File: config.mk
export PLATFORM = sky130hd
export DESIGN_NAME = infix_to_postfix_converter
export DESIGN_NICKNAME = d
export VERILOG_FILES = /design/src/hdl/i2p_pkg.sv /design/src/hdl/infix_to_postfix_converter.sv /design/src/hdl/i2p_ram.sv /design/src/hdl/i2p_front.sv /design/src/hdl/i2p_back.sv
export SDC_FILE = /design/constraint.sdc
export NUM_CORES = 1
export LEC_CHECK = 0
export ABC_AREA = 1
export BUFFER_PORTS_ARGS = -buffer_cell sky130_fd_sc_hd__clkbuf_2
export CORE_MARGIN = 3
export CORE_UTILIZATION = 45
export DETAILED_ROUTE_END_ITERATION = 10
export PLACE_DENSITY_LB_ADDON = 0.1
export SKIP_CTS_REPAIR_TIMING = 1
export SLEW_MARGIN = 40
export SYNTH_ARGS = -nofsm -noshare
export SYNTH_HDL_FRONTEND = slang
export SYNTH_SLANG_ARGS = --single-unit
export TNS_END_PERCENT = 30
File: constraint.sdc
create_clock -name clk_i -period 4 [get_ports clk_i]
set_input_delay 0.8 -clock clk_i [delete_from_list [all_inputs] [get_ports clk_i]]
set_output_delay 0.8 -clock clk_i [all_outputs]
set_load 0.01 [all_outputs]
File: src/hdl/i2p_pkg.sv
// ---------------------------------------------------------------------------
// i2p_pkg
// Types, character codes and precedence shared by the converter modules.
// ---------------------------------------------------------------------------
`default_nettype none

package i2p_pkg;

  localparam logic [7:0] CH_PLUS  = 8'h2B;
  localparam logic [7:0] CH_MINUS = 8'h2D;
  localparam logic [7:0] CH_MUL   = 8'h2A;
  localparam logic [7:0] CH_DIV   = 8'h2F;
  localparam logic [7:0] CH_POW   = 8'h5E;
  localparam logic [7:0] CH_OPEN  = 8'h28;
  localparam logic [7:0] CH_CLOSE = 8'h29;
  localparam logic [7:0] CH_SPACE = 8'h20;
  localparam logic [7:0] CH_TAB   = 8'h09;
  localparam logic [7:0] CH_CR    = 8'h0D;
  localparam logic [7:0] CH_0     = 8'h30;
  localparam logic [7:0] CH_9     = 8'h39;
  localparam logic [7:0] CH_UA    = 8'h41;
  localparam logic [7:0] CH_UZ    = 8'h5A;
  localparam logic [7:0] CH_LA    = 8'h61;
  localparam logic [7:0] CH_LZ    = 8'h7A;
  localparam logic [7:0] CH_NUL   = 8'h00;

  localparam logic [2:0] ERR_NONE     = 3'd0;
  localparam logic [2:0] ERR_INVALID  = 3'd1;
  localparam logic [2:0] ERR_OVERFLOW = 3'd2;
  localparam logic [2:0] ERR_CLOSE    = 3'd3;
  localparam logic [2:0] ERR_OPEN     = 3'd4;

  typedef enum logic [2:0] {
    KIND_CHAR,
    KIND_ERR,
    KIND_OPEN,
    KIND_CLOSE,
    KIND_OP,
    KIND_END
  } cmd_kind_e;

  typedef struct packed {
    cmd_kind_e  kind;
    logic [7:0] ch;
    logic [2:0] err;
  } cmd_t;

  // 0 for anything that is not an operator ('(' included)
  function automatic logic [1:0] prec_f(logic [7:0] c);
    logic [1:0] p;
    p = 2'd0;
    if (c == CH_POW) p = 2'd3;
    else if (c == CH_MUL || c == CH_DIV) p = 2'd2;
    else if (c == CH_PLUS || c == CH_MINUS) p = 2'd1;
    return p;
  endfunction

endpackage

`default_nettype wire

File: src/hdl/infix_to_postfix_converter.sv
// ---------------------------------------------------------------------------
// infix_to_postfix_converter
// Shunting-yard converter: infix characters in, postfix characters out.
// ---------------------------------------------------------------------------
// A letter or digit passes IDLE and EXEC from the command queue to its result,
// as does an invalid character, an unmatched bracket, or a push of '(' or
// of an operator onto an empty stack. An operator or ')' that meets a
// non-empty stack and pops nothing also passes TOP, for the read of the top.
// Each popped operator adds a LOOK state, after TOP or SEEK, since the stack
// sits in a RAM with registered read and every pop waits on a lookahead read
// of the entry below the top; the end marker adds TERM for its terminator.
// Whitespace is taken with no result. A 2-entry queue between input
// classification and the stack sequencer keeps the input accepting, until
// it fills, while pops are running or while a result waits on the output
// register.
// ---------------------------------------------------------------------------
`default_nettype none

module infix_to_postfix_converter
  import i2p_pkg::*;
#(
  parameter int STACK_DEPTH = 32
) (
  input  wire logic        clk_i,
  input  wire logic        rst_ni,
  input  wire logic        s_axis_tvalid,
  output logic             s_axis_tready,
  input  wire logic [7:0]  s_axis_tdata,   // [7:0] in_char
  input  wire logic [0:0]  s_axis_tuser,   // [0] end_of_expr
  output logic             m_axis_tvalid,
  input  wire logic        m_axis_tready,
  output logic [15:0]      m_axis_tdata,   // [7:0] out_char, [10:8] error_code
  output logic             m_axis_tlast,   // last_of_run
  output logic [0:0]       m_axis_tuser    // [0] expr_done
);

  logic cmd_valid, cmd_ready;
  cmd_t cmd;

  i2p_front u_front (
    .clk_i        (clk_i),
    .rst_ni       (rst_ni),
    .s_axis_tvalid(s_axis_tvalid),
    .s_axis_tready(s_axis_tready),
    .s_axis_tdata (s_axis_tdata),
    .s_axis_tuser (s_axis_tuser),
    .cmd_valid_o  (cmd_valid),
    .cmd_ready_i  (cmd_ready),
    .cmd_o        (cmd)
  );

  i2p_back #(
    .STACK_DEPTH(STACK_DEPTH)
  ) u_back (
    .clk_i        (clk_i),
    .rst_ni       (rst_ni),
    .cmd_valid_i  (cmd_valid),
    .cmd_ready_o  (cmd_ready),
    .cmd_i        (cmd),
    .m_axis_tvalid(m_axis_tvalid),
    .m_axis_tready(m_axis_tready),
    .m_axis_tdata (m_axis_tdata),
    .m_axis_tlast (m_axis_tlast),
    .m_axis_tuser (m_axis_tuser)
  );

endmodule

`default_nettype wire

File: src/hdl/i2p_ram.sv
// ---------------------------------------------------------------------------
// i2p_ram
// Generic single-write, single-read RAM with registered read data.
// ---------------------------------------------------------------------------
`default_nettype none

module i2p_ram #(
  parameter int WIDTH = 8,
  parameter int DEPTH = 32,
  localparam int AW = (DEPTH > 1) ? $clog2(DEPTH) : 1
) (
  input  wire logic             clk_i,
  input  wire logic             we_i,
  input  wire logic [AW-1:0]    waddr_i,
  input  wire logic [WIDTH-1:0] wdata_i,
  input  wire logic [AW-1:0]    raddr_i,
  output logic      [WIDTH-1:0] rdata_o
);

  logic [WIDTH-1:0] mem_q [DEPTH];

  always_ff @(posedge clk_i) begin
    if (we_i) mem_q[waddr_i] <= wdata_i;
    rdata_o <= mem_q[raddr_i];
  end

endmodule

`default_nettype wire

File: src/hdl/i2p_front.sv
// ---------------------------------------------------------------------------
// i2p_front
// Accepts input characters, classifies them and queues commands (2 deep).
// ---------------------------------------------------------------------------
`default_nettype none

module i2p_front
  import i2p_pkg::*;
(
  input  wire logic       clk_i,
  input  wire logic       rst_ni,
  input  wire logic       s_axis_tvalid,
  output logic            s_axis_tready,
  input  wire logic [7:0] s_axis_tdata,   // [7:0] in_char
  input  wire logic [0:0] s_axis_tuser,   // [0] end_of_expr
  output logic            cmd_valid_o,
  input  wire logic       cmd_ready_i,
  output cmd_t            cmd_o
);

  cmd_t       entry_q [2];
  logic       wr_ptr_q, rd_ptr_q;
  logic [1:0] fill_q;
  cmd_t       cls;
  logic       skip;
  logic       push, pop;

  always_comb begin
    logic [7:0] c;
    c        = s_axis_tdata;
    skip     = 1'b0;
    cls.ch   = c;
    cls.err  = ERR_NONE;
    cls.kind = KIND_ERR;
    if (s_axis_tuser[0]) begin
      cls.kind = KIND_END;
    end else if (c == CH_SPACE || (c >= CH_TAB && c <= CH_CR)) begin
      skip = 1'b1;
    end else if ((c >= CH_0 && c <= CH_9) || (c >= CH_UA && c <= CH_UZ) ||
                 (c >= CH_LA && c <= CH_LZ)) begin
      cls.kind = KIND_CHAR;
    end else if (c == CH_OPEN) begin
      cls.kind = KIND_OPEN;
    end else if (c == CH_CLOSE) begin
      cls.kind = KIND_CLOSE;
    end else if (prec_f(c) != 2'd0) begin
      cls.kind = KIND_OP;
    end else begin
      cls.err = ERR_INVALID;
    end
  end

  assign s_axis_tready = (fill_q != 2'd2);
  assign push          = s_axis_tvalid && s_axis_tready && !skip;
  assign cmd_valid_o   = (fill_q != 2'd0);
  assign pop           = cmd_valid_o && cmd_ready_i;
  assign cmd_o         = entry_q[rd_ptr_q];

  always_ff @(posedge clk_i or negedge rst_ni) begin
    if (!rst_ni) begin
      wr_ptr_q <= 1'b0;
      rd_ptr_q <= 1'b0;
      fill_q   <= 2'd0;
    end else begin
      if (push) wr_ptr_q <= ~wr_ptr_q;
      if (pop)  rd_ptr_q <= ~rd_ptr_q;
      if (push && !pop)      fill_q <= fill_q + 2'd1;
      else if (pop && !push) fill_q <= fill_q - 2'd1;
    end
  end

  always_ff @(posedge clk_i) begin
    if (push) entry_q[wr_ptr_q] <= cls;
  end

endmodule

`default_nettype wire

File: src/hdl/i2p_back.sv
// ---------------------------------------------------------------------------
// i2p_back
// Operator stack sequencer: pushes, pops with one-entry lookahead, emits
// results through an output register.
// ---------------------------------------------------------------------------
`default_nettype none

module i2p_back
  import i2p_pkg::*;
#(
  parameter int STACK_DEPTH = 32,
  localparam int CW = $clog2(STACK_DEPTH + 1),
  localparam int AW = $clog2(STACK_DEPTH)
) (
  input  wire logic        clk_i,
  input  wire logic        rst_ni,
  input  wire logic        cmd_valid_i,
  output logic             cmd_ready_o,
  input  wire cmd_t        cmd_i,
  output logic             m_axis_tvalid,
  input  wire logic        m_axis_tready,
  output logic [15:0]      m_axis_tdata,   // [7:0] out_char, [10:8] error_code
  output logic             m_axis_tlast,   // last_of_run
  output logic [0:0]       m_axis_tuser    // [0] expr_done
);

  typedef enum logic [2:0] {
    ST_IDLE,
    ST_EXEC,
    ST_TOP,
    ST_LOOK,
    ST_SEEK,
    ST_TERM
  } state_e;

  localparam logic [CW-1:0] FULL = CW'(STACK_DEPTH);

  state_e        state_q, state_d;
  cmd_t          cmd_q, cmd_d;
  logic [CW-1:0] cnt_q, cnt_d, open_q, open_d;
  logic [7:0]    cur_q, cur_d;
  logic          out_valid_q, out_valid_d;
  logic [7:0]    out_char_q, out_char_d;
  logic [2:0]    out_err_q, out_err_d;
  logic          out_last_q, out_last_d;
  logic          out_done_q, out_done_d;

  logic          slot_free;
  logic          emit;
  logic [7:0]    emit_char;
  logic [2:0]    emit_err;
  logic          emit_last, emit_done;
  logic          we;
  logic [CW-1:0] wsel, rsel;
  logic [7:0]    wdata, rdata;
  logic          have, more;

  // does stacked entry t leave the stack for this command
  function automatic logic pops_f(cmd_t c, logic [7:0] t);
    logic r;
    r = 1'b0;
    case (c.kind)
      KIND_OP:    r = (prec_f(t) > prec_f(c.ch)) ||
                      ((prec_f(t) == prec_f(c.ch)) && (c.ch != CH_POW));
      KIND_CLOSE: r = (t != CH_OPEN);
      KIND_END:   r = 1'b1;
      default:    r = 1'b0;
    endcase
    return r;
  endfunction

  i2p_ram #(
    .WIDTH(8),
    .DEPTH(STACK_DEPTH)
  ) u_stack (
    .clk_i  (clk_i),
    .we_i   (we),
    .waddr_i(wsel[AW-1:0]),
    .wdata_i(wdata),
    .raddr_i(rsel[AW-1:0]),
    .rdata_o(rdata)
  );

  assign slot_free   = !out_valid_q || m_axis_tready;
  assign cmd_ready_o = (state_q == ST_IDLE);
  // EXEC fetches the top, TOP keeps it while the top stays on the stack;
  // every other state fetches the entry below the top
  assign rsel        = (state_q == ST_EXEC ||
                        (state_q == ST_TOP && !pops_f(cmd_q, rdata))) ?
                       cnt_q - CW'(1) : cnt_q - CW'(2);
  assign have        = (cnt_q >= CW'(2));
  assign more        = have && pops_f(cmd_q, rdata);

  always_comb begin
    state_d   = state_q;
    cmd_d     = cmd_q;
    cnt_d     = cnt_q;
    open_d    = open_q;
    cur_d     = cur_q;
    emit      = 1'b0;
    emit_char = CH_NUL;
    emit_err  = ERR_NONE;
    emit_last = 1'b1;
    emit_done = 1'b0;
    we        = 1'b0;
    wsel      = cnt_q;
    wdata     = cmd_q.ch;

    unique case (state_q)
      ST_IDLE: begin
        if (cmd_valid_i) begin
          cmd_d   = cmd_i;
          state_d = ST_EXEC;
        end
      end
      ST_EXEC: begin
        case (cmd_q.kind)
          KIND_CHAR: begin
            if (slot_free) begin
              emit      = 1'b1;
              emit_char = cmd_q.ch;
              state_d   = ST_IDLE;
            end
          end
          KIND_OPEN: begin
            if (cnt_q == FULL) begin
              if (slot_free) begin
                emit      = 1'b1;
                emit_err  = ERR_OVERFLOW;
                emit_done = 1'b1;
                cnt_d     = '0;
                open_d    = '0;
                state_d   = ST_IDLE;
              end
            end else begin
              we      = 1'b1;
              cnt_d   = cnt_q + CW'(1);
              open_d  = open_q + CW'(1);
              state_d = ST_IDLE;
            end
          end
          KIND_OP: begin
            if (cnt_q == '0) begin
              we      = 1'b1;
              cnt_d   = CW'(1);
              state_d = ST_IDLE;
            end else begin
              state_d = ST_TOP;
            end
          end
          KIND_CLOSE: begin
            if (open_q == '0) begin
              if (slot_free) begin
                emit      = 1'b1;
                emit_err  = ERR_CLOSE;
                emit_done = 1'b1;
                cnt_d     = '0;
                state_d   = ST_IDLE;
              end
            end else begin
              state_d = ST_TOP;
            end
          end
          KIND_END: begin
            if (open_q != '0) begin
              if (slot_free) begin
                emit      = 1'b1;
                emit_err  = ERR_OPEN;
                emit_done = 1'b1;
                cnt_d     = '0;
                open_d    = '0;
                state_d   = ST_IDLE;
              end
            end else if (cnt_q == '0) begin
              state_d = ST_TERM;
            end else begin
              state_d = ST_TOP;
            end
          end
          default: begin
            // invalid character from the front
            if (slot_free) begin
              emit      = 1'b1;
              emit_err  = cmd_q.err;
              emit_done = 1'b1;
              cnt_d     = '0;
              open_d    = '0;
              state_d   = ST_IDLE;
            end
          end
        endcase
      end
      ST_TOP: begin
        if (pops_f(cmd_q, rdata)) begin
          cur_d   = rdata;
          state_d = ST_LOOK;
        end else if (cmd_q.kind == KIND_CLOSE) begin
          // top is the matching '(' itself
          cnt_d   = cnt_q - CW'(1);
          open_d  = open_q - CW'(1);
          state_d = ST_IDLE;
        end else if (cnt_q == FULL) begin
          if (slot_free) begin
            emit      = 1'b1;
            emit_err  = ERR_OVERFLOW;
            emit_done = 1'b1;
            cnt_d     = '0;
            open_d    = '0;
            state_d   = ST_IDLE;
          end
        end else begin
          we      = 1'b1;
          cnt_d   = cnt_q + CW'(1);
          state_d = ST_IDLE;
        end
      end
      ST_LOOK: begin
        if (slot_free) begin
          emit      = 1'b1;
          emit_char = cur_q;
          emit_last = (cmd_q.kind != KIND_END) && !more;
          cnt_d     = cnt_q - CW'(1);
          if (more) begin
            cur_d   = rdata;
            state_d = ST_SEEK;
          end else begin
            case (cmd_q.kind)
              KIND_OP: begin
                // push into the slot just freed
                we      = 1'b1;
                wsel    = cnt_q - CW'(1);
                cnt_d   = cnt_q;
                state_d = ST_IDLE;
              end
              KIND_CLOSE: begin
                cnt_d   = cnt_q - CW'(2);
                open_d  = open_q - CW'(1);
                state_d = ST_IDLE;
              end
              default: begin
                state_d = ST_TERM;
              end
            endcase
          end
        end
      end
      ST_SEEK: begin
        state_d = ST_LOOK;
      end
      ST_TERM: begin
        if (slot_free) begin
          emit      = 1'b1;
          emit_done = 1'b1;
          cnt_d     = '0;
          state_d   = ST_IDLE;
        end
      end
      default: begin
        state_d = ST_IDLE;
      end
    endcase

    out_valid_d = out_valid_q && !m_axis_tready;
    out_char_d  = out_char_q;
    out_err_d   = out_err_q;
    out_last_d  = out_last_q;
    out_done_d  = out_done_q;
    if (emit) begin
      out_valid_d = 1'b1;
      out_char_d  = emit_char;
      out_err_d   = emit_err;
      out_last_d  = emit_last;
      out_done_d  = emit_done;
    end
  end

  always_ff @(posedge clk_i or negedge rst_ni) begin
    if (!rst_ni) begin
      state_q     <= ST_IDLE;
      cmd_q       <= '0;
      cnt_q       <= '0;
      open_q      <= '0;
      cur_q       <= '0;
      out_valid_q <= 1'b0;
      out_char_q  <= '0;
      out_err_q   <= ERR_NONE;
      out_last_q  <= 1'b0;
      out_done_q  <= 1'b0;
    end else begin
      state_q     <= state_d;
      cmd_q       <= cmd_d;
      cnt_q       <= cnt_d;
      open_q      <= open_d;
      cur_q       <= cur_d;
      out_valid_q <= out_valid_d;
      out_char_q  <= out_char_d;
      out_err_q   <= out_err_d;
      out_last_q  <= out_last_d;
      out_done_q  <= out_done_d;
    end
  end

  assign m_axis_tvalid = out_valid_q;
  assign m_axis_tdata  = {5'b0, out_err_q, out_char_q};
  assign m_axis_tlast  = out_last_q;
  assign m_axis_tuser  = out_done_q;

endmodule

`default_nettype wire

Word-level counts from Yosys, hierarchy flattened
Memory sizes are Yosys's and may differ from the RTL's. A register that Yosys moved wholly into a read port is not among the register bits.
Cells that the tools add are included.
{"block": "word_totals", "mem_count": 2, "regBits": 41, "ram_bits": 284, "wordCells": 262}
{"block": "classes", "n_addsub": 7, "n_eq_ne": 48, "n_lt_le_gt_ge": 11, "muxes": 124, "reduce_logical": 56, "bitwise": 2}
{"memory": "u_back.u_stack.mem_q", "depth": 32, "word_bits": 8, "read_ports": 1, "rd_ports_with_merged_regs": 1, "write_ports": 1, "line_no": "i2p_ram.sv:20", "source": "logic [WIDTH-1:0] mem_q [DEPTH];"}
{"memory": "u_front.entry_q", "depth": 2, "word_bits": 14, "read_ports": 1, "rd_ports_with_merged_regs": 1, "write_ports": 1, "line_no": "i2p_front.sv:21", "source": "cmd_t entry_q [2];"}
{"cell": "$eq 8x6->1 const B", "count": 15}
{"cell": "$mux 6", "count": 18}
{"cell": "$mux 3", "count": 29}
{"cell": "$mux 8", "count": 6}
{"cell": "$mux 2", "count": 20}
{"cell": "$pmux 6 s3", "count": 2}
{"cell": "$pmux 8 s2", "count": 2}
{"cell": "$pmux 6 s5", "count": 1}
{"cell": "$mux 1", "count": 27}
{"cell": "$mux 5", "count": 5}
{"cell": "$eq 8x7->1 const B", "count": 3}
{"cell": "$pmux 3 s4", "count": 2}
{"cell": "$pmux 6 s4", "count": 1}
{"cell": "$pmux 3 s6", "count": 1}
{"cell": "$ge 8x7->1 const B", "count": 2}
{"cell": "$le 8x7->1 const B", "count": 2}
{"cell": "$reduce_and 8->1", "count": 2}
{"cell": "$logic_and 1x1->1", "count": 15}
{"cell": "$ne 3x3->1 const B", "count": 5}
{"cell": "$pmux 1 s3", "count": 5}
{"cell": "$logic_or 1x1->1", "count": 13}
{"cell": "$add 6x1->6 const B", "count": 2}
{"cell": "$eq 3x2->1 const B", "count": 4}
{"cell": "$eq 3x3->1 const B", "count": 4}
{"cell": "34 further kinds", "count": 62}

Logic depth before layout (Yosys ltp)
Gate-level depths: netlist (run 1).
{"block": "depth", "depth_word": 17, "ltp_mapped": 24, "depth_no_buf": 23}

Cells and area by module
Synthesis (run 1) repeated with hierarchy kept, for this count alone.
{"block": "unflattened", "hier_cells": 1701, "area_unflattened_um2": 16350.7}
{"mod": "i2p_ram", "cells_each": 922, "instances": 1, "area_each_um2": 10786.6}
{"mod": "i2p_back", "cells_each": 636, "instances": 1, "area_each_um2": 4230.3}
{"mod": "i2p_front", "cells_each": 143, "instances": 1, "area_each_um2": 1333.8}

Least setup slack after synthesis (run 1)
Ideal clock, no wire load.
{"block": "synth_path", "kind": "flip-flop to flip-flop", "from": "reg u_back.cmd_q (netlist bit u_back.wdata[3])", "to": "mem u_back.u_stack.mem_q[2][0], enable pin", "t_required_ps": 3630, "path_stages_with_launch": 19, "setup_time_ps": 370, "n_path_buf": 0, "path_slack_ps": 401, "t_arrival_ps": 3228, "path_cell_list": "dfrtp_1 > nand2_1 > nor2_1 > nand2_1 > a21boi_0 > ha_1 > nand2_1 > nand2_1 > nor2_1 > nor2_1 > nand2_1 > nand2_1 > nand2_1 > nand3_2 > nor2_4 > inv_1 > o21ai_1 > nand3_1 > nor2_1"}
{"block": "synth_between", "elab_chain_cells": 16}
{"element": "start: declaration", "line_no": "i2p_back.sv:39", "source": "cmd_t cmd_q, cmd_d;"}
{"element": "start signal: assignment", "line_no": "i2p_back.sv:291", "source": "cmd_q <= cmd_d;"}
{"element": "$eq 8x6->1", "line_no": "i2p_pkg.sv:54", "source": "else if (c == CH_PLUS || c == CH_MINUS) p = 2'd1;"}
{"element": "$logic_or 1x1->1", "line_no": "i2p_pkg.sv:54"}
{"element": "$mux 1", "line_no": "i2p_pkg.sv:54"}
{"element": "$mux 2", "line_no": "i2p_pkg.sv:53", "source": "else if (c == CH_MUL || c == CH_DIV) p = 2'd2;"}
{"element": "$mux 2", "line_no": "i2p_pkg.sv:52", "source": "if (c == CH_POW) p = 2'd3;"}
{"element": "$mux 2", "line_no": "i2p_back.sv:62", "source": "case (c.kind)"}
{"element": "$mux 2 / $eq 2x2->1 (equally long branches)", "line_no": "i2p_back.sv:109, i2p_back.sv:64"}
{"element": "$eq 2x2->1 / $logic_and 1x1->1 (equally long branches)", "line_no": "i2p_back.sv:64", "source": "((prec_f(t) == prec_f(c.ch)) && (c.ch != CH_POW));"}
{"element": "$logic_and 1x1->1 / $logic_or 1x1->1 (equally long branches)", "line_no": "i2p_back.sv:64, i2p_back.sv:63"}
{"element": "$logic_or 1x1->1 / $pmux 1 s3 (equally long branches)", "line_no": "i2p_back.sv:63, i2p_back.sv:62"}
{"element": "$pmux 1 s3 / $logic_and 1x1->1 (equally long branches)", "line_no": "i2p_back.sv:62, i2p_back.sv:92"}
{"element": "$mux 1 (on tied branches)", "line_no": "i2p_back.sv:109, i2p_back.sv:223"}
{"element": "$mux 1 (on tied branches)", "line_no": "i2p_back.sv:194, i2p_back.sv:218"}
{"element": "$pmux 1 s3", "line_no": "i2p_back.sv:109", "source": "unique case (state_q)"}
{"element": "$mux 1", "line_no": "i2p_ram.sv:23", "source": "if (we_i) mem_q[waddr_i] <= wdata_i;"}
{"element": "$mux 1 (implied by the code)", "line_no": "i2p_ram.sv:23"}
{"element": "end: declaration", "line_no": "i2p_ram.sv:20"}
Several ways; a longest one is shown, not always the timed one. The select of a mux whose other input is x is not followed.

Worst setup path after layout (run 1)
{"block": "layout_path", "from": "reg u_back.u_stack.rdata_o[1] (read register of u_back.u_stack.mem_q)", "to": "mem u_back.u_stack.mem_q[27][2], enable pin"}
{"block": "layout_between", "elab_chain_cells": 16}
{"element": "start: declaration", "line_no": "i2p_ram.sv:17", "source": "output logic [WIDTH-1:0] rdata_o"}
{"element": "$eq 8x6->1", "line_no": "i2p_pkg.sv:54"}
{"element": "$logic_or 1x1->1", "line_no": "i2p_pkg.sv:54"}
{"element": "$mux 1", "line_no": "i2p_pkg.sv:54"}
{"element": "$mux 2", "line_no": "i2p_pkg.sv:53"}
{"element": "$mux 2", "line_no": "i2p_pkg.sv:52"}
{"element": "$mux 2", "line_no": "i2p_back.sv:62"}
{"element": "$mux 2 / $eq 2x2->1 (equally long branches)", "line_no": "i2p_back.sv:109, i2p_back.sv:64"}
{"element": "$eq 2x2->1 / $logic_and 1x1->1 (equally long branches)", "line_no": "i2p_back.sv:64"}
{"element": "$logic_and 1x1->1 / $logic_or 1x1->1 (equally long branches)", "line_no": "i2p_back.sv:64, i2p_back.sv:63"}
{"element": "$logic_or 1x1->1 / $pmux 1 s3 (equally long branches)", "line_no": "i2p_back.sv:63, i2p_back.sv:62"}
{"element": "$pmux 1 s3 / $logic_and 1x1->1 (equally long branches)", "line_no": "i2p_back.sv:62, i2p_back.sv:92"}
{"element": "$mux 1 (on tied branches)", "line_no": "i2p_back.sv:109, i2p_back.sv:223"}
{"element": "$mux 1 (on tied branches)", "line_no": "i2p_back.sv:194, i2p_back.sv:218"}
{"element": "$pmux 1 s3", "line_no": "i2p_back.sv:109"}
{"element": "$mux 1", "line_no": "i2p_ram.sv:23"}
{"element": "$mux 1 (implied by the code)", "line_no": "i2p_ram.sv:23"}
Several ways; a longest one is shown, not always the timed one. The select of a mux whose other input is x is not followed.

==> results of run 1 <==
cell type report:
cell class                      instances  area [µm²]  area share [%]
Sequential cell                       341        9890            52.8
Clock buffer                           49        1010            5.40
Timing Repair Buffer                  100         758            4.04
Inverter                              363        1360            7.27
Multi-Input combinational cell       1014        5000            26.7
Clock inverter                         17         141           0.754
Tap cell                              461         577            3.08
logic make-up after synthesis:
kind of cell	after synthesis
compound gates	154
xor+xnor	16
fa+ha+maj	12
buf+inv	437
flops	341
mux	3
other cells	1
simple gates	824
registers in the layout, summed over array words and instances, names as in the netlist:
name and flops:
u_back.u_stack.mem_q 256, u_front.entry_q 24, u_back.cur_q 8, u_back.out_char_q 8
u_back.u_stack.rdata_o 8, u_back.wdata 8, u_back.cnt_q 6, u_back.open_q 6
u_back.cmd_q 4, u_back.out_err_q 3, u_back.state_q 3, u_front.fill_q 2
u_back.m_axis_tlast 1, u_back.m_axis_tuser 1, u_back.m_axis_tvalid 1, u_front.rd_ptr_q 1
u_front.wr_ptr_q 1
power breakdown:
group,internal [W],switching (W)
sequential,0.00466,0.000300
combinational,0.00211,0.00540
clock,0.00191,0.00130
cells in the final DEF, fill, tap and decap left out, types with 6 or more instances in the layout:
| master | instances |
|---|---|
| nand2_1 | 363 |
| inv_1 | 354 |
| nand3_1 | 324 |
| edfxtp_1 | 280 |
| nor2_1 | 89 |
| buf_4 | 67 |
| o21ai_0 | 57 |
| dfrtp_1 | 53 |
| clkbuf_16 | 38 |
| clkbuf_2 | 27 |
| nor3_1 | 19 |
| a21oi_1 | 15 |
| o211ai_1 | 14 |
| xor2_1 | 13 |
| ha_1 | 12 |
| o21ai_1 | 11 |
| clkbuf_1 | 9 |
| clkinv_1 | 8 |
| a22oi_1 | 8 |
| dfxtp_1 | 8 |
| nand3_2 | 7 |
| inv_2 | 7 |
| clkinv_2 | 7 |
| a31oi_1 | 6 |
| buf_12 | 6 |
metal layers:
metal,GRT usage (%),wire (µm),up-vias
met5,0,0,-
met4,6.16,1030,0
met3,2.57,2180,64
met2,35.8,19800,378
met1,30.6,19400,5744
li1,-,-,6034
critical path: stages, from the launching register on:
cell      delay, ps
dfxtp_1         400
inv_1           100
nor4_2          310
o21bai_1        160
ha_1            260
nand2_1          90
nand2_1          50
nor2_1          100
nor2_1           50
nand2_1         120
nand2_1         120
nand2_1         180
nand3_2         130
nor2_4          150
inv_1           130
nand2_1         100
o21ai_2         100
inv_1           140
nand3_1         280
nor2_1          190
buf_4           190
synthesized netlist by cell type, types with 2 or more instances:
cell type and n:
o21ai_0 58, inv_2 7, o32ai_1 3, o221ai_1 5
edfxtp_1 280, buf_4 18, buf_2 24, o21ai_1 12
a211oi_1 3, nand2_4 2, o2111ai_1 5, a221oi_1 2
buf_1 3, a22oi_1 8, a21oi_1 15, nor3_1 19
xnor2_1 3, o22ai_1 5, o21ai_2 4, inv_1 354
dfxtp_1 8, ha_1 12, o211ai_1 14, nand2_1 363
nand3_1 326, nor4_1 3, nand3_2 5, a31oi_1 6
xor2_1 13, clkbuf_1 29, dfrtp_1 53, clkinv_1 2
o311ai_0 3, nand2_2 3, nor2_1 90, a32o_1 2
o31ai_1 4, nor2_4 4, mux2_2 3, nand4_1 5
final timing paths:
check	from	endpoint	slack (ps)	depth (start not counted)
hold / removal	rst_ni	u_back.cnt_q[2]$_DFFE_PN0P_	250	1
setup / recovery	u_back.u_stack.rdata_o[1]$_DFF_P_	u_back.u_stack.mem_q[27][2]$_DFFE_PP_	360	20
hold reg to reg	u_back.out_char_q[3]$_DFFE_PN0P_	u_back.out_char_q[3]$_DFFE_PN0P_	490	2
max in group asynchronous	rst_ni	u_back.cur_q[7]$_DFFE_PN0P_	2930	2
setup reg to reg	u_back.u_stack.rdata_o[1]$_DFF_P_	u_back.u_stack.mem_q[27][2]$_DFFE_PP_	360	20
min in group clk_i	u_back.out_char_q[3]$_DFFE_PN0P_	u_back.out_char_q[3]$_DFFE_PN0P_	490	2
stage by stage:
| step | power, W | setup TNS, ps | area, µm² |
|---|---|---|---|
| 2_1_floorplan | 0.00979 | 0 | 16600 |
| 3_3_place_gp | 0.0125 | 0 | 17600 |
| 3_5_place_dp | 0.0125 | 0 | 17600 |
| 4_1_cts | 0.0158 | 0 | 18700 |
| 5_1_grt | 0.0167 | -1140 | 18700 |
| 6_report | 0.0157 | 0 | 18700 |
==> impl_metrics.tcl, run 1 <==
set metrics [dict create \
    cap_violations 0 \
    grt_pass1_wl_um 66000 \
    cts_tree "built" \
    routed_wl_um 42400 \
    grt_max_degree 65 \
    min_period_over_period_pct 91.1 \
    die_y_um 198 \
    synth_top_area_share_pct 50.7 \
    rsz0062_at_grt "true" \
    antennaDiodeCount 0 \
    die_area_um2 39200 \
    vias_per_cell 5.21 \
    synthXorXnorAreaFrac_pct 0.846 \
    crit_type "flip-flop to flip-flop" \
    rows 69 \
    syn_inst 1788 \
    synth_top_area_cell "edfxtp_1" \
    cts.sinks 341 \
    boundaryPins 33 \
    gp_congestion 0.934 \
    worstSetupStartpointType "flip-flop" \
    via_count 12220 \
    ir_drop_v 0.000489 \
    synthMuxAreaShare_pct 0.204 \
    drc 0 \
    ys_seq_area_share_pct 59.7 \
    hold_violations 0 \
    worst_slack_ps 358 \
    final_layout_size_suffix_gt1_share_pct 9.98 \
    synthDistinctLibCells 50 \
    port-buffer-count 27 \
    ant_nets 0 \
    synth_compound_area_share_pct 5.84 \
    crit_fanout 8 \
    dr.pass1.iters 6 \
    die_x_um 198 \
    holdWs_ps 251 \
    yosys.area_share.adder_pct 0.906 \
    numCtsBuffers 36 \
    worst_pin_slew_ps 717 \
    slew_headroom_pct 52.2 \
    synth_area_leaders "edfxtp_1 (51%), nand3_1 (9.8%), nand2_1 (8.2%)" \
    clockRootBuffer "clkbuf_16" \
    synthArstFlopShare_pct 15.5 \
    final-setup-viol-count 0 \
    post-route-min-period_ps 3640 \
    grt_overflow 0 \
    worstHoldPathType "input port to async pin" \
    arrival_ps 3860 \
    crit_required_ps 4220 \
    ys_seq_elements 341 \
    clk_latency_ps 520 \
    syn_to_final_growth_pct 13.1 \
    coreArea_um2 35900 \
    synth-edff-count 280 \
    grt_use_total_pct 21.7 \
    wire_per_inst_um 18.1 \
    yosys_warnings 0 \
    first_iter_violations 1023 \
    clock_skew_ps 16.5 \
    synthesis.area_um2 16600 \
    power_density_nw_per_um2 836 \
    stdcell_count 2345 \
    nNetsFinal 1881 \
    syn_avg_cell_area_um2 9.27 \
    place_ws_ps 276 \
    yosys.area_share.simple_pct 22.0 \
    status "finished, final reports clean" \
    htree_levels 2 \
    final_max_slew_viol_count 0 \
    placedCellCount 2279 \
    grt_pass1_vias 11805 \
    yosys_most_used_dff "edfxtp_1" \
    fillers 3320 \
    fmax_mhz 275 \
    antenna_found_initial 0 \
    synth_top_family_by_area "simple AND/OR/NAND/NOR gates" \
    hpwlAfterDp_um 28100 \
    leakage_nw 8.25 \
    critPathCaptureType "flip-flop" \
    initial_core_util_pct 46.1 \
    clockBufferDepth 3 \
    fin_util_pct 52.2 \
    clkTransAtPathRegs_ps 60 \
]
No activity file was read; power rests on OpenSTA's default activity.
==> run 2, diff against run 1 <==
--- a/config.mk
+++ b/config.mk
@@ -7,9 +7,11 @@
 export LEC_CHECK = 0
 export ABC_AREA = 1
 export BUFFER_PORTS_ARGS = -buffer_cell sky130_fd_sc_hd__clkbuf_2
+export CAP_MARGIN = 25
 export CORE_MARGIN = 3
 export CORE_UTILIZATION = 45
 export DETAILED_ROUTE_END_ITERATION = 10
+export MAX_ROUTING_LAYER = met4
 export PLACE_DENSITY_LB_ADDON = 0.1
 export SKIP_CTS_REPAIR_TIMING = 1
 export SLEW_MARGIN = 40
==> run 2 against run 1 <==
Compared with the run above: design area is essentially flat; die area stayed put; critical path type unchanged; fmax down 1.7%; hold slack improved by 140 ps; register-to-register slack worse by 60 ps; critical endpoint is now u_back.u_stack.mem_q[20][1]$_DFFE_PP_; largest power group unchanged; non-clock buffer count fell by 1; worst setup slack got worse by 62 ps; sequential share of layout area about the same; sequential power barely moved.
==> impl_metrics.tcl, run 2 (synthesis results as in run 1) <==
set metrics [dict create \
    status "finished, final reports clean" \
    drc 0 \
    register_area_um2 9890 \
    ir_drop_v 0.000553 \
    final_common_cell "nand2_1" \
    first_iter_violations 1221 \
    antennaDiodeCount 0 \
    wire_per_inst_um 18.4 \
    port-buffer-count 27 \
    boundaryPins 33 \
    ant_nets 0 \
    largest_reg_flops 256 \
    rows 69 \
    nNetsFinal 1881 \
    htree_levels 2 \
    crit_fanout 8 \
    cts.sinks 341 \
    rsz0062_at_grt "true" \
    routed_wl_um 43100 \
    clkTransAtPathRegs_ps 60 \
    clockRootBuffer "clkbuf_16" \
    vias_per_cell 5.27 \
    clockBufferDepth 3 \
    post-route-min-period_ps 3700 \
    largest_register "u_back.u_stack.mem_q" \
    final_layout_size_suffix_gt1_share_pct 9.92 \
    clock_skew_ps 25.3 \
    coreArea_um2 35900 \
    final_max_slew_viol_count 0 \
    reg.largest.list "u_back.u_stack.mem_q: 256 flops, u_front.entry_q: 24 flops" \
    critPathCaptureType "flip-flop" \
    placedCellCount 2278 \
    gp_congestion 0.950 \
    die_y_um 198 \
    wl_met2_um 19800 \
    maxUsedRoutingLayer "met4" \
    crit_type "flip-flop to flip-flop" \
    cts_tree "built" \
    grt_pass1_wl_um 68000 \
    die_x_um 198 \
    syn_to_final_growth_pct 13.1 \
    worst_pin_slew_ps 712 \
    min_period_over_period_pct 92.6 \
    m1WireLength_um 19000 \
    antenna_found_initial 0 \
    clk_latency_ps 540 \
    setup_tns_ps 0 \
    hpwlAfterDp_um 28100 \
    grt_pass1_vias 12126 \
    initial_core_util_pct 46.1 \
    final-setup-viol-count 0 \
    worstHoldPathType "input port to async pin" \
    numCtsBuffers 37 \
    grt_use_total_pct 23.0 \
    slew_headroom_pct 52.5 \
    die_area_um2 39200 \
    fmax_mhz 270 \
    dr.pass1.iters 5 \
    power_density_nw_per_um2 843 \
    arrival_ps 3930 \
    cap_violations 0 \
    worstSetupStartpointType "flip-flop" \
    crit_required_ps 4220 \
    multiInputGateArea_um2 5010 \
    wl_met3_um 2580 \
    via_count 12368 \
    stdcell_count 2346 \
    grt_overflow 0 \
    grt_max_degree 65 \
    fillers 3334 \
    leakage_nw 8.24 \
    hold_violations 0 \
    layout.cells.most_common_list "nand2_1 (363), inv_1 (354), nand3_1 (322)" \
]
==> run 2: changes by cell type in the layout (fill, tap and decap cells not counted), moves of 2 or more <==
cell | previous run | this run
clkinv_2 | 7 | 4
clkbuf_1 | 9 | 7
nand3_2 | 7 | 9
clkinv_1 | 8 | 14
nand3_1 | 324 | 322
inv_6 | 0 | 2
==> run 2: metal layers <==
metal | GRT usage (%) | vias up
li1 | - | 6024
met1 | 31.2 | 5803
met2 | 35.5 | 433
met3 | 3.06 | 108
met4 | 8.55 | 0
met5 | - | -
==> run 2: area by class of cell <==
class,count,area share [%]
Sequential cell,341,52.8
Timing Repair Buffer,99,3.94
Clock buffer,45,5.15
Multi-Input combinational cell,1014,26.7
Clock inverter,23,1.06
Tap cell,461,3.08
Inverter,363,7.27
==> run 2: worst max-delay path, cell delays in order, from the launching register on <==
cell and delay, ps:
dfxtp_1 380, inv_1 90, nor4_1 390, o21bai_1 170, ha_1 250, nand2_1 90, nand2_1 50, nor2_1 80
nor2_1 50, nand2_1 120, nand2_1 100, nand2_1 180, nand3_2 130, nor2_4 140, inv_1 150, o21ai_2 230
nand3_2 230, buf_4 250, nor2_1 110, buf_4 200
==> run 2: metrics by stage <==
stage | setup slack (ps) | total power, W | hold slack, ps | area [µm²] | utilization [%]
2_1_floorplan | 401 | 0.00979 | 453 | 16600 | -
3_3_place_gp | 372 | 0.0125 | 463 | 17500 | 48.9
3_5_place_dp | 239 | 0.0125 | 477 | 17500 | 48.9
4_1_cts | 224 | 0.0159 | 414 | 18700 | 52.1
5_1_grt | -58.3 | 0.0168 | 456 | 18700 | 52.2
6_report | 295 | 0.0158 | 392 | 18700 | 52.2
==> run 2: final timing paths <==
path	cells past startpoint	from	slack [ps]	to
worst max-delay path	19	u_back.u_stack.rdata_o[1]$_DFF_P_	300	u_back.u_stack.mem_q[20][1]$_DFFE_PP_
worst min-delay path	2	rst_ni	390	u_back.out_err_q[2]$_DFFE_PN0P_
worst max register to register	19	u_back.u_stack.rdata_o[1]$_DFF_P_	300	u_back.u_stack.mem_q[20][1]$_DFFE_PP_
worst min register to register	2	u_front.entry_q[0][13]$_DFFE_PP_	490	u_back.cmd_q[13]$_DFFE_PN0P_
max in group asynchronous	2	rst_ni	3150	u_front.rd_ptr_q$_DFFE_PN0P_
min in group clk_i	2	u_front.entry_q[0][13]$_DFFE_PP_	490	u_back.cmd_q[13]$_DFFE_PN0P_
==> run 2: power by group <==
part	internal [W]	switching (W)
clock	0.00192	0.00138
sequential	0.00466	0.000302
combinational	0.00208	0.00545
total	0.00867	0.00713
==> run 3, diff against run 2 <==
==> constraint.sdc (replaced) <==
create_clock -name clk_i -period 3.02 [get_ports clk_i]
set_input_delay 0.604 -clock clk_i [delete_from_list [all_inputs] [get_ports clk_i]]
set_output_delay 0.604 -clock clk_i [all_outputs]
set_load 0.01 [all_outputs]
==> run 3 against run 2 <==
Compared with the run above: the run now ends with setup timing left; non-clock buffer count increased by 73; first-iteration DRC count decreased by 15%; clock-buffer cell count increased by 6; combinational power increased by 55%; fmax increased by 9.1%; clock skew decreased by 10 ps; hold slack got worse by 250 ps; critical path type unchanged; largest cell class unchanged; largest power group unchanged.
==> impl_metrics.tcl, run 3 (synthesis results as in run 1) <==
set metrics [dict create \
    status "complete, but fails checks" \
    violations "setup timing" \
    post-route-min-period_ps 3400 \
    power_density_nw_per_um2 1140 \
    swShare_pct 43.5 \
    ir_drop_v 0.000694 \
    min_period_over_period_pct 112 \
    cts.sinks 341 \
    register_area_um2 9910 \
    worst_slack_ps -376 \
    hold_violations 0 \
    nNetsFinal 1956 \
    worst_pin_slew_ps 706 \
    timing.rr.end "u_back.u_stack.mem_q[26][4]$_DFFE_PP_" \
    gp_congestion 0.966 \
    die_y_um 198 \
    ant_nets 0 \
    p_int_w 0.0129 \
    fillers 3200 \
    via_count 12671 \
    drc 0 \
    wire_per_inst_um 18.4 \
    grt_pass1_wl_um 69000 \
    comb_power_share_pct 50.9 \
    final_layout_size_suffix_gt1_share_pct 17.9 \
    die_x_um 198 \
    fmax_mhz 294 \
    cap_violations 0 \
    clkTransAtPathRegs_ps 60 \
    routed_wl_um 44500 \
    crit_required_ps 3300 \
    grt_use_total_pct 23.2 \
    rsz0062_at_grt "true" \
    cts_tree "built" \
    final_max_slew_viol_count 0 \
    worstHoldPathType "input port to async pin" \
    clockRootBuffer "clkbuf_16" \
    ff2ff_path_depth 21 \
    grt_overflow 0 \
    crit_fanout 8 \
    r2r_start "u_back.u_stack.rdata_o[1]$_DFF_P_" \
    p_seq_share_pct 28.8 \
    crit_start "u_back.u_stack.rdata_o[1]$_DFF_P_" \
    die_area_um2 39200 \
    clock_skew_ps 15.3 \
    multiInputGateArea_um2 5460 \
    layout.cells.most_common_list "nand2_1 (348), inv_1 (343), nand3_1 (306)" \
    dr.pass1.iters 5 \
    final_common_cell "nand2_1" \
    p_clk_share_pct 20.3 \
    leakage_nw 8.78 \
    crit_type "flip-flop to flip-flop" \
    p_switching_w 0.00999 \
    clockBufferDepth 3 \
    antenna_found_initial 0 \
    total_power_w 0.0229 \
    clk_latency_ps 520 \
    antennaDiodeCount 0 \
    reg.largest.list "u_back.u_stack.mem_q: 256 flops, u_front.entry_q: 24 flops" \
    critPathCaptureType "flip-flop" \
    largest_register "u_back.u_stack.mem_q" \
    final-setup-viol-count 264 \
    first_iter_violations 1041 \
    fin_util_pct 56.2 \
    initial_core_util_pct 46.1 \
    htree_levels 2 \
    boundaryPins 33 \
    grt_max_degree 48 \
    largest_reg_flops 256 \
    worstSetupStartpointType "flip-flop" \
    vias_per_cell 5.24 \
    rows 69 \
    numCtsBuffers 38 \
    syn_to_final_growth_pct 21.9 \
    coreArea_um2 35900 \
    port-buffer-count 27 \
    grt_pass1_vias 12308 \
    r2r_setup_slack_ps -380 \
    arrival_ps 3680 \
    hpwlAfterDp_um 29300 \
    slew_headroom_pct 52.9 \
]
==> run 3: cell count changes in the layout (fill, tap and decap cells not counted), sizes merged <==
| cell | previous run | this run |
|---|---|---|
| buf | 72 | 143 |
| clkbuf | 72 | 80 |
| clkinv | 18 | 13 |
| inv | 365 | 360 |
| clkinvlp | 0 | 2 |
| bufinv | 3 | 4 |
| nand2 | 368 | 369 |
==> run 3: power groups by stage <==
stage	Clock (W)	Sequential, W	Combinational (W)
floorplan	0	0.00681	0.00626
global placement	0	0.00666	0.0109
detailed placement	0	0.00668	0.0109
CTS	0.00475	0.00658	0.0110
global route	0.00493	0.00668	0.0128
finish	0.00465	0.00661	0.0117
==> run 3: critical path, cell delays in order (launching register included) <==
cell and delay [ps]:
dfxtp_1 390, inv_1 110, nor4_4 300, o21bai_1 160, ha_1 260, nand2_1 80
nand2_1 50, nor2_1 90, nor2_1 50, nand2_1 100, nand2_2 70, nand2_2 110
nand3_4 80, nor2_4 190, buf_6 150, nand2_1 50, o21ai_1 70, buf_4 190
clkinvlp_4 230, nand3_4 180, nor2_1 70, buf_4 170
==> run 3: area by class of cell <==
cell class	count	area share (%)
clock buffer	51	5.31
clock inverter	16	0.923
inverter	363	6.84
multi-input combinational	1015	27.0
sequential	341	49.1
tap	461	2.86
timing repair buffer	172	7.95
==> run 3: worst max-delay path by stage <==
stage / slack, ps / depth (start not counted) / endpoint
2_1_floorplan: -310 / 17 / u_back.u_stack.mem_q[0][0]$_DFFE_PP_
3_3_place_gp: -310 / 21 / u_back.u_stack.mem_q[25][6]$_DFFE_PP_
3_5_place_dp: -370 / 18 / u_back.u_stack.mem_q[25][6]$_DFFE_PP_
4_1_cts: -380 / 19 / u_back.u_stack.mem_q[12][2]$_DFFE_PP_
5_1_grt: -570 / 21 / u_back.u_stack.mem_q[26][3]$_DFFE_PP_
6_report: -380 / 21 / u_back.u_stack.mem_q[26][4]$_DFFE_PP_
==> run 3: per-stage QoR <==
stage | setup TNS [ps] | hold slack (ps) | area (µm²) | instances | setup WS [ps]
6_report | -76130 | 139 | 20200 | 2419 | -376
3_3_place_gp | -69330 | 463 | 18300 | 2346 | -306
3_5_place_dp | -85910 | 478 | 18400 | 2346 | -368
2_1_floorplan | -64820 | 308 | 16700 | 1792 | -315
4_1_cts | -90060 | 171 | 19600 | 2413 | -382
5_1_grt | -131190 | 166 | 20200 | 2419 | -575
==> run 3: routing by layer <==
layer | vias to the layer above | global-route usage [%] | routed length [µm]
met3 | 71 | 2.59 | 2140
met4 | 0 | 7.18 | 1220
li1 | 6182 | - | -
met1 | 6083 | 31.6 | 20100
met5 | - | - | 0
met2 | 335 | 36.9 | 21000
